$ cat config.mk
export PLATFORM = sky130hd
export DESIGN_NAME = sapq_ctrl
export DESIGN_NICKNAME = d
export VERILOG_FILES = /design/src/rtl/core/sapq_pkg.sv /design/src/rtl/core/sapq_ctrl.sv
export SDC_FILE = /design/constraint.sdc
export NUM_CORES = 1
export LEC_CHECK = 0
export BUFFER_PORTS_ARGS = -buffer_cell sky130_fd_sc_hd__buf_2
export CAP_MARGIN = 10
export CORE_AREA = 3 3 40 42
export CTS_BUF_LIST = sky130_fd_sc_hd__clkbuf_8
export CTS_CLUSTER_DIAMETER = 100
export DETAILED_ROUTE_END_ITERATION = 10
export DIE_AREA = 0 0 43 45
export GPL_ROUTABILITY_DRIVEN = 1
export PLACE_DENSITY_LB_ADDON = 0.25
export REMOVE_ABC_BUFFERS = 1
export SLEW_MARGIN = 5
export SYNTH_ARGS = -nofsm -noshare
export SYNTH_HDL_FRONTEND = slang
export SYNTH_SLANG_ARGS = --single-unit
$ cat constraint.sdc
create_clock -name clock -period 1.1 [get_ports clock]
set_input_delay 0.22 -clock clock [delete_from_list [all_inputs] [get_ports clock]]
set_output_delay 0.22 -clock clock [all_outputs]
set_load 0.005 [all_outputs]
$ cat src/rtl/core/sapq_pkg.sv
// Shared widths, codes, state type and control structs of the priority queue.
`default_nettype none

package sapq_pkg;

   localparam int KEY_W         = 32;
   localparam int TAG_W         = 32;
   localparam int MODE_W        = 2;
   localparam int IDX_W         = 6;
   localparam int STATUS_W      = 2;
   localparam int COUNT_W       = 7;
   localparam int DEPTH_DEFAULT = 64;

   localparam logic [MODE_W-1:0] MODE_INSERT = 2'd0;
   localparam logic [MODE_W-1:0] MODE_REMOVE = 2'd1;
   localparam logic [MODE_W-1:0] MODE_READ   = 2'd2;

   localparam logic [STATUS_W-1:0] STATUS_OK    = 2'd0;
   localparam logic [STATUS_W-1:0] STATUS_FULL  = 2'd1;
   localparam logic [STATUS_W-1:0] STATUS_EMPTY = 2'd2;
   localparam logic [STATUS_W-1:0] STATUS_RANGE = 2'd3;

   typedef enum logic [2:0] {
      ST_IDLE,
      ST_INS_RD,
      ST_INS_CMP,
      ST_INS_PUT,
      ST_DONE
   } state_type;

   typedef struct packed {
      logic load_req;
      logic ptr_init;
      logic ptr_dec;
      logic rd_top;
      logic rd_index;
      logic rd_scan;
      logic wr_shift;
      logic wr_new_scan;
      logic wr_new_zero;
      logic cnt_inc;
      logic cnt_dec;
      logic out_load;
   } cmd_type;

   typedef struct packed {
      logic is_insert;
      logic is_remove;
      logic is_read;
      logic full;
      logic empty;
      logic idx_ok;
      logic key_ge;
      logic ptr_zero;
      logic out_free;
   } stat_type;

endpackage

`default_nettype wire

$ cat src/rtl/core/sapq_ctrl.sv
// Sequencing state machine of the priority queue.
`default_nettype none

module sapq_ctrl (
   input  wire logic               clock,
   input  wire logic               reset,
   input  wire logic               req_valid,
   output logic                    req_ready,
   input  wire sapq_pkg::stat_type stat,
   output sapq_pkg::cmd_type       cmd
);

   sapq_pkg::state_type state_ff;
   sapq_pkg::state_type state_in;

   always_ff @(posedge clock) begin
      if (reset) begin
         state_ff <= sapq_pkg::ST_IDLE;
      end else begin
         state_ff <= state_in;
      end
   end

   always_comb begin
      state_in = state_ff;
      case (state_ff)
         sapq_pkg::ST_IDLE: begin
            if (req_valid) begin
               if (stat.is_insert && !stat.full) begin
                  state_in = stat.empty ? sapq_pkg::ST_INS_PUT : sapq_pkg::ST_INS_RD;
               end else begin
                  state_in = sapq_pkg::ST_DONE;
               end
            end
         end
         sapq_pkg::ST_INS_RD: begin
            state_in = sapq_pkg::ST_INS_CMP;
         end
         sapq_pkg::ST_INS_CMP: begin
            if (stat.key_ge) begin
               state_in = stat.ptr_zero ? sapq_pkg::ST_INS_PUT : sapq_pkg::ST_INS_RD;
            end else begin
               state_in = sapq_pkg::ST_DONE;
            end
         end
         sapq_pkg::ST_INS_PUT: begin
            state_in = sapq_pkg::ST_DONE;
         end
         sapq_pkg::ST_DONE: begin
            if (stat.out_free) begin
               state_in = sapq_pkg::ST_IDLE;
            end
         end
         default: begin
            state_in = sapq_pkg::ST_IDLE;
         end
      endcase
   end

   always_comb begin
      cmd       = '0;
      req_ready = 1'b0;
      case (state_ff)
         sapq_pkg::ST_IDLE: begin
            req_ready = 1'b1;
            if (req_valid) begin
               cmd.load_req = 1'b1;
               cmd.ptr_init = stat.is_insert && !stat.full && !stat.empty;
               cmd.rd_top   = stat.is_remove && !stat.empty;
               cmd.cnt_dec  = stat.is_remove && !stat.empty;
               cmd.rd_index = stat.is_read && stat.idx_ok;
            end
         end
         sapq_pkg::ST_INS_RD: begin
            cmd.rd_scan = 1'b1;
         end
         sapq_pkg::ST_INS_CMP: begin
            // Larger or equal keys move up one place; the first smaller key ends the scan.
            if (stat.key_ge) begin
               cmd.wr_shift = 1'b1;
               cmd.ptr_dec  = !stat.ptr_zero;
            end else begin
               cmd.wr_new_scan = 1'b1;
               cmd.cnt_inc     = 1'b1;
            end
         end
         sapq_pkg::ST_INS_PUT: begin
            cmd.wr_new_zero = 1'b1;
            cmd.cnt_inc     = 1'b1;
         end
         sapq_pkg::ST_DONE: begin
            cmd.out_load = stat.out_free;
         end
         default: begin
            cmd = '0;
         end
      endcase
   end

endmodule

`default_nettype wire

==> metrics.md, run 1 <==
| Metric | Value |
|---|---|
| Maximum buffer depth of the clock tree | `2` |
| GR Overflow Total | `0` |
| Placer Congestion | `0.753` |
| NumNets Final | `84` |
| Startpoint Class | `flop` |
| Biggest regs | `state_ff x3` |
| Synthesized flop and latch total | `3` |
| Critical Path End Type | `output port` |
| CP Capture Point | `cmd[1]` |
| Unique masters post-synth | `20` |
| Core area | `roughly 1300 µm²` |
| Worst Skew | `0.00728 ns` |
| CTS Buf Count | `3` |
| Biggest register | `state_ff` |
| Setup_tns | `-3.39 ns` |
| N_diodes | `0` |
| Worst slew pin tran | `0.222 ns` |
| RSZ-0062 raised after global routing | `yes` |
| Pwr Density | `about 1100 nW/µm²` |
| DR WL/cell | `12.5 µm` |
| Initial antenna violation count | `0` |
| Reg-to-reg critical path endpoint | `state_ff[0]` |
| CTS clk-pin slew, worst paths | `0.04 ns` |
| # fillers | `between 100 and 150` |
| First-pass GRT wire length | `1.52 mm` |
| PnR worst setup slack | `-0.345 ns` |
| Total number of vias | `378` |
| Initial drt markers | `4` |
| Detailed-router iteration count before antenna repair | `2` |
| Utilization after layout | `44.5%` |
| Die X | `43 µm` |
| Synth area leader | `dfxtp_1` |
| Number of flip-flops in the largest register | `3` |
| Number of global-route vias before repair | `346` |
| CP Class | `flop to output port` |
| Antenna-violating nets left | `0` |
| Vias per inst | `~4.4` |
| Worst Path Required | `0.88 ns` |
| # rows | `13` |
| Share of cells above drive strength 1 | `76.1%` |
| Die height | `about 45 µm` |
| Setup Viol. Count Final | `16` |
| Num ports | `25` |
| Reg2Reg Setup Slack | `-0.08 ns` |
| Final Cell Area | `572 µm²` |
| Placed cell area | `437 µm²` |
| Sequential-to-total area share from yosys stat | `23.1%` |
| Port-buffer cells | `24` |
| Synth Area per Inst | `7.65 µm²` |
| Failing checks | `negative setup slack` |
| Reg2reg path depth | `5` |
| Peak Freq | `692 MHz` |
| Worst-skew pair later-pin latency | `between 0.2 and 0.25 ns` |
| Top cell type's share of synthesized area | `23.1%` |
| Max VDD drop | `725 µV` |
| Final period utilization | `131%` |
| CTS tree | `done` |
| Total GRT Usage | `11.5%` |
| Worst setup path start | `state_ff[1]` |
| Synth-to-Final Area Change | `120%` |
| Sink Count | `3` |
| Critical Path AT | `1.22 ns` |
| Normalized max-slew margin | `a little under nine tenths` |
| Synth warnings | `0` |
| Maxcap violations | `0` |
| Die Area | `1940 µm²` |
| DRC viols | `0` |
| RR Startpoint | `state_ff[0]` |
| Crit-path max FO | `4` |
| Status | `finished, violations left` |
| Final WL | `between 1 and 1.5 mm` |
| Pin count of the biggest net entering global routing | `7` |
| Hold Fails Final Rpt | `0` |
| Initial Util | `20.3%` |
| Synth Cell Area | `260 µm²` |
| Count of pins over their slew limit | `0` |
| CTS H-Tree Depth | `1` |
| Syn Inst Count | `34` |
| Hold crit path type | `primary input to flop` |
| Dpl ws | `-0.180 ns` |
| Leak Pwr | `0.305 nW` |
| Dpl hpwl | `722 µm` |
| CTS root buffer | `clkbuf_8` |
| Synth area leaders | `dfxtp_1 (23%), nor3_1 (9.6%), nand3b_1 (5.8%)` |
| Shortest period the worst path allows | `1.44 ns` |
[worst max-delay path, stage by stage (launching register included)]
cell and delay, ns:
dfxtp_2 0.34, nor3_4 0.19, nand2_2 0.11, nor3b_2 0.20
buf_2 0.16
[power by group]
group          leakage [nW]  switching, W  internal, W  total, W
sequential           0.0258    0.00000883     0.000118  0.000127
combinational         0.252     0.0000786     0.000110  0.000188
clock                0.0269     0.0000868     0.000239  0.000326
[layout by cell type, fill, tap and decap left out]
cell type,n
buf_2,23
buf_4,8
nor3_1,3
inv_1,3
clkbuf_8,3
buf_6,3
dfxtp_2,3
nor2_1,2
nor3_2,2
and3_1,2
nand2b_1,2
nand3b_1,2
nor3_4,1
or2b_1,1
inv_2,1
a21oi_1,1
and4bb_2,1
nand2_2,1
nor3b_2,1
nor2_4,1
a22oi_2,1
or3_4,1
o22ai_2,1
a31oi_2,1
nand2_1,1
a21o_2,1
a21oi_2,1
[per-stage QoR]
step                      hold slack, ns  total power (W)  instances
after floorplan                    0.332         0.000183         33
after global placement             0.446         0.000260         78
after detailed placement           0.449         0.000260         78
after global routing               0.218         0.000674         86
final                              0.220         0.000641         86
after CTS                          0.214         0.000619         85
[logic make-up after synthesis]
group	after synthesis	synth area share, %
simple gates	21	51.0
compound gates	6	18.8
buf+inv	4	7.21
flops	3	23.1
[area by class of cell]
type	instances	area, µm²	area share (%)
clock buffer	3	41.3	7.22
tap	15	18.8	3.28
multi-input combinational	27	224	39.2
timing repair buffer	34	209	36.5
clock inverter	1	3.75	0.656
sequential	3	63.8	11.2
inverter	3	11.3	1.97
[layer usage]
metal	up-vias	routed length, µm	GRT usage (%)
met2	14	550	18.9
met5	-	0	0
li1	198	-	-
met3	5	103	7.17
met1	161	393	10.8
met4	0	24	7.23
[worst min path at each step]
stage	startpoint	end	slack [ns]	depth (start not counted)
2_1_floorplan	reset	state_ff[2]	0.33	1
3_3_place_gp	reset	state_ff[2]	0.45	2
3_5_place_dp	reset	state_ff[2]	0.45	2
4_1_cts	reset	state_ff[2]	0.21	2
5_1_grt	reset	state_ff[2]	0.22	2
6_report	reset	state_ff[2]	0.22	2
[cells in the mapped netlist (all sizes together)]
| master | number |
|---|---|
| dfxtp | 3 |
| nand2b | 2 |
| or3 | 1 |
| buf | 1 |
| nor2 | 3 |
| o22ai | 1 |
| or2b | 1 |
| nand3b | 2 |
| and3 | 2 |
| nor3b | 1 |
| a21o | 1 |
| and4bb | 1 |
| nor3 | 6 |
| a22oi | 1 |
| inv | 3 |
| a31oi | 1 |
| a21oi | 2 |
| nand2 | 2 |
[repair_timing]
item                                    CTS  global route
pin swaps                                 6             1
hold buffers                              0             0
endpoints found under the setup margin   15            16
cloned                                    0             0
setup buffers                             4             1
gates resized for setup                   9             7
Note: power is estimated with default switching activity, not from simulation.
==> inputs of run 2 (changes only) <==
Settings changed: ABC_AREA set to 1.
==> metrics.md, run 2 <==
| Metric | Value |
|---|---|
| Status | `finished, violations left` |
| Failing checks | `negative setup slack` |
| CTS clk-pin slew, worst paths | `0.03 ns` |
| Worst Skew | `0.000206 ns` |
| Number of global-route vias before repair | `348` |
| Most frequent cells in the layout | `buf_2 (24), inv_1 (9), buf_4 (9)` |
| DRC viols | `0` |
| Initial antenna violation count | `0` |
| Total GRT Usage | `8.48%` |
| N_diodes | `0` |
| Hold crit path type | `primary input to flop` |
| Dominant synthesized flop cell | `dfxtp_1` |
| Pin count of the biggest net entering global routing | `5` |
| Biggest regs | `state_ff x3` |
| Dpl cells | `93` |
| RR Startpoint | `state_ff[1]` |
| CTS H-Tree Depth | `1` |
| Maximum buffer depth of the clock tree | `2` |
| Total number of vias | `432` |
| Setup_tns | `-2.27 ns` |
| Utilization after layout | `between 40% and 50%` |
| Hold Path End | `state_ff[2]` |
| CP bufs+invs | `1` |
| Worst slew pin tran | `0.231 ns` |
| Pwr Density | `1030 nW/µm²` |
| Syn Inst Count | `49` |
| Count leader, synth | `inv_1` |
| Synth Cell Area | `278 µm²` |
| Antenna-violating nets left | `0` |
| Share of cells above drive strength 1 | `67.4%` |
| Worst-skew pair later-pin latency | `about 0.21 ns` |
| PnR worst setup slack | `-0.223 ns` |
| Crit path depth | `5` |
| NumNets Final | `102` |
| Max VDD drop | `593 µV` |
| First-pass GRT wire length | `1.26 mm` |
| Peak Freq | `between 700 and 800 MHz` |
| Maxcap violations | `0` |
| Sink Count | `3` |
| Synth Area per Inst | `about 5.7 µm²` |
| Detailed-router iteration count before antenna repair | `3` |
| Vias per inst | `4.15` |
| Shortest period the worst path allows | `about 1.3 ns` |
| Initial Util | `21.6%` |
| Setup Viol. Count Final | `16` |
| GR Overflow Total | `0` |
| DR WL/cell | `8.81 µm` |
| Die Area | `between 1500 and 2000 µm²` |
| Hold depth | `2` |
| Hold Fails Final Rpt | `0` |
| Die X | `43 µm` |
| Final WL | `916 µm` |
| Post-synth EDFFs | `0` |
| Startpoint Class | `flop` |
| Synth-to-Final Area Change | `129%` |
| Reg-to-reg critical path endpoint | `state_ff[1]` |
| Final Instance Count excl. Fillers | `between 100 and 150` |
| Crit-path max FO | `4` |
| Ys async rst share | `0%` |
| Sequential-to-total area share from yosys stat | `roughly 22%` |
| Most common cell after layout, fill and taps aside | `buf_2` |
| Synth area leader | `dfxtp_1` |
| Crit-path leading delay family | `simple AND/OR/NAND/NOR gates` |
| CP Class | `flop to output port` |
| Number of flip-flops in the largest register | `3` |
| Worst Path Required | `0.88 ns` |
| Leak Pwr | `0.365 nW` |
| Count of pins over their slew limit | `0` |
| Unique masters post-synth | `16` |
| Top post-synthesis cells by count | `inv_1 (10), nand2_1 (8), nor2_1 (7), nand3_1 (4)` |
| Initial drt markers | `3` |
| # fillers | `approximately 130` |
| # rows | `13` |
| CTS root buffer | `clkbuf_8` |
| Biggest register | `state_ff` |
| RSZ-0062 raised after global routing | `yes` |
| Max stage delay cell, worst path | `dfxtp_4` |
| CP Cell Sequence | `nor2_4 -> nand2_4 -> nor2_4 -> and3_1 -> buf_2` |
| Synth area leaders | `dfxtp_1 (22%), inv_1 (14%), nand2_1 (11%)` |
| CTS tree | `done` |
| Reg2reg path depth | `8` |
| CP max stage delay | `~0.35 ns` |
| Top cell type's share of synthesized area | `21.6%` |
| Dpl hpwl | `between 600 and 700 µm` |
| Reg2Reg Setup Slack | `-0.05 ns` |
| Num ports | `25` |
| Hold_sp | `reset` |
| Port-buffer cells | `24` |
| Overall power | `0.000655 W` |
| Hold buffers post-CTS | `0` |
| CTS Buf Count | `3` |
| Final period utilization | `120%` |
| Normalized max-slew margin | `84.6%` |
| Synthesized flop and latch total | `3` |
| Top cell by count, worst path | `nor2_4` |
| Placer Congestion | `0.700` |
| Die height | `45 µm` |
| Core area | `1280 µm²` |
| Synth warnings | `0` |
| Dpl ws | `-0.0900 ns` |
| Critical Path AT | `1.10 ns` |
| Critical Path End Type | `output port` |
## run 2: changes by cell type in the layout (fill, tap and decap cells not counted), sizes merged, moves of 2 or more
cell,previous run,this run
nand2b,2,0
nand3,0,4
nor2,3,11
inv,4,12
o21ai,0,2
nand2,2,9
nor3,6,2
buf,34,37
nor4,0,2
## run 2: kinds of logic after synthesis
logic type      count (synthesis)  synth area share (%)
simple gates                   30                  53.6
buf+inv                        12                  17.6
compound gates                  4                  7.21
flops                           3                  21.6
## run 2: how the worst max path moves through the flow
stage,start,endpoint,slack [ns]
2_1_floorplan,state_ff[2],cmd[1],-0.09
3_3_place_gp,state_ff[2],cmd[1],-0.06
3_5_place_dp,state_ff[2],cmd[1],-0.09
4_1_cts,state_ff[2],cmd[7],-0.23
5_1_grt,state_ff[1],cmd[7],-0.29
6_report,state_ff[1],cmd[7],-0.22
## run 2: timing repair
| action | in CTS | in global routing |
|---|---|---|
| endpoints found under the setup margin | 13 | 14 |
| gates cloned | 0 | 0 |
| resized for setup | 17 | 9 |
| pin swaps | 2 | 4 |
| hold endpoints to repair | 0 | 0 |
| setup buffers | 2 | 5 |
## run 2: final cells by class
cell class | instances | area [µm²] | share of cell area, %
Timing Repair Buffer | 37 | 233 | 36.5
Multi-Input combinational cell | 34 | 225 | 35.4
Clock inverter | 1 | 3.75 | 0.589
Sequential cell | 3 | 68.8 | 10.8
Tap cell | 15 | 18.8 | 2.95
Clock buffer | 3 | 41.3 | 6.48
Inverter | 11 | 46.3 | 7.27
## run 2: worst register-to-register path: cells and delay by family, from the launching register on
family                 cells  cell delay, ns
buffers and inverters      3            0.30
DFF                        1            0.35
and+or+nand+nor            5            0.42
## run 2: per-stage QoR
step	hold slack (ns)	cell area (µm²)
floorplan	0.289	270
detailed placement	0.412	454
global placement	0.414	454
finish	0.182	637
CTS	0.181	568
global route	0.193	637
## run 2: metal layers
| metal | routed length (µm) | global-route usage, % |
|---|---|---|
| met5 | 0 | 0 |
| met4 | 0 | 3.61 |
| met3 | 79 | 2.39 |
| met2 | 487 | 15.0 |
| met1 | 350 | 9.59 |
## run 2: power by group
group / internal, W / leakage, nW / switching, W
registers: 0.000116 / 0.0264 / 0.0000125
logic: 0.000121 / 0.311 / 0.000101
clock network: 0.000237 / 0.0269 / 0.0000672
==> inputs of run 3 (changes only) <==
Clock period 1.1 ns to 1.06 ns, I/O delays scaled along.
==> metrics.md, run 3 (synthesized netlist as in run 2, its figures left out) <==
| Metric | Value |
|---|---|
| Gate power share | `35.3%` |
| Critical Path End Type | `output port` |
| Total GRT Usage | `under 10%` |
| Placed cell area | `about 460 µm²` |
| Initial antenna violation count | `0` |
| Num ports | `25` |
| Dpl cells | `between 90 and 100` |
| CTS root buffer | `clkbuf_8` |
| Biggest register | `state_ff` |
| Hold crit path type | `primary input to flop` |
| Final WL | `998 µm` |
| DRC viols | `0` |
| Die X | `43 µm` |
| Hold Fails Final Rpt | `0` |
| Total number of vias | `442` |
| DR WL/cell | `about 9.6 µm` |
| First-pass GRT wire length | `1.40 mm` |
| Shortest period the worst path allows | `1.35 ns` |
| Port-buffer cells | `24` |
| Failing checks | `negative setup slack` |
| Setup_tns | `-2.81 ns` |
| Die height | `between 40 and 50 µm` |
| Placer Congestion | `0.704` |
| Utilization after layout | `50.9%` |
| Share of cells above drive strength 1 | `68.5%` |
| Sink Count | `3` |
| Most common cell after layout, fill and taps aside | `buf_2` |
| Antenna-violating nets left | `0` |
| RSZ-0062 raised after global routing | `yes` |
| Normalized max-slew margin | `82.6%` |
| Initial drt markers | `4` |
| Pint | `about 0.0005 W` |
| CTS Buf Count | `3` |
| Peak Freq | `741 MHz` |
| Startpoint Class | `flop` |
| Worst-skew pair later-pin latency | `approximately 0.21 ns` |
| Worst Skew | `0.000919 ns` |
| Crit-path max FO | `5` |
| Biggest regs | `state_ff x3` |
| CP Class | `flop to output port` |
| Synth-to-Final Area Change | `136%` |
| CTS clk-pin slew, worst paths | `0.03 ns` |
| Worst slew pin tran | `0.261 ns` |
| Max VDD drop | `647 µV` |
| N_diodes | `0` |
| Final Instance Count excl. Fillers | `104` |
| Status | `finished, violations left` |
| Number of flip-flops in the largest register | `3` |
| CTS H-Tree Depth | `1` |
| Most frequent cells in the layout | `buf_2 (23), inv_1 (10), buf_4 (9)` |
| NumNets Final | `between 100 and 150` |
| Overall power | `0.000690 W` |
| Pwr Density | `approximately 1100 nW/µm²` |
| Vias per inst | `4.25` |
| Reg power frac | `19.2%` |
| CTS tree | `done` |
| Maximum buffer depth of the clock tree | `2` |
| Switching power | `0.000192 W` |
| GR Overflow Total | `0` |
| Critical Path AT | `1.14 ns` |
| Setup Viol. Count Final | `16` |
| Count of pins over their slew limit | `0` |
| Final period utilization | `127%` |
| Dpl hpwl | `690 µm` |
| Maxcap violations | `0` |
| Switching Share | `27.8%` |
| Core area | `approximately 1300 µm²` |
| Pin count of the biggest net entering global routing | `6` |
| # fillers | `138` |
| Clk pwr share | `a little under half` |
| Leak Pwr | `around 0.37 nW` |
| Initial Util | `21.6%` |
| PnR worst setup slack | `-0.289 ns` |
| Detailed-router iteration count before antenna repair | `2` |
| Number of global-route vias before repair | `382` |
| Worst Path Required | `0.85 ns` |
| # rows | `13` |
| Die Area | `1940 µm²` |
| Final Cell Area | `between 600 and 700 µm²` |
[run 3: cell counts in the layout (fill, tap and decap cells not counted)]
No cell type changed its count.
[run 3: metal layers]
metal	track usage, %	wire length [µm]
met1	9.83	371
met2	17.7	538
met3	2.79	88
met4	3.61	0
met5	0	0
[run 3: final timing paths]
check | from | endpoint | slack [ns] | cells past startpoint
worst min register to register | state_ff[2] | state_ff[2] | 0.68 | 3
worst max-delay path | state_ff[1] | cmd[7] | -0.29 | 5
worst max register to register | state_ff[1] | state_ff[0] | -0.05 | 7
worst min-delay path | reset | state_ff[2] | 0.18 | 2
[run 3: worst max-delay path: stages, from the launching register on]
cell	delay (ns)
dfxtp_4	0.35
nor2_4	0.13
nand2_4	0.09
nor2_4	0.09
and3_4	0.18
buf_6	0.09
[run 3: power groups by stage]
| stage | combinational, W | clock, W | sequential, W |
|---|---|---|---|
| floorplan | 0.0000729 | 0 | 0.000132 |
| global placement | 0.000157 | 0 | 0.000130 |
| detailed placement | 0.000157 | 0 | 0.000131 |
| CTS | 0.000191 | 0.000323 | 0.000132 |
| global route | 0.000265 | 0.000338 | 0.000134 |
| finish | 0.000244 | 0.000314 | 0.000132 |
[run 3: repair_timing]
action / 4_1_cts / 5_1_grt
cloned: 0 / 0
pin swaps: 5 / 9
buffers inserted: 2 / 5
gates resized for setup: 18 / 11
hold buffers: 0 / 0
endpoints found under the setup margin: 13 / 16
[run 3: metrics by stage]
stage	hold slack [ns]	setup WS, ns
floorplan	0.281	-0.126
global placement	0.406	-0.0914
detailed placement	0.404	-0.114
CTS	0.173	-0.287
global route	0.190	-0.348
finish	0.178	-0.289
[run 3: layout make-up]
cell class	instances	area [µm²]	area share, %
clock inverter	1	3.75	0.574
clock buffer	3	41.3	6.31
timing repair buffer	37	239	36.5
multi-input combinational	34	236	36.1
inverter	11	46.3	7.07
tap	15	18.8	2.87
sequential	3	68.8	10.5
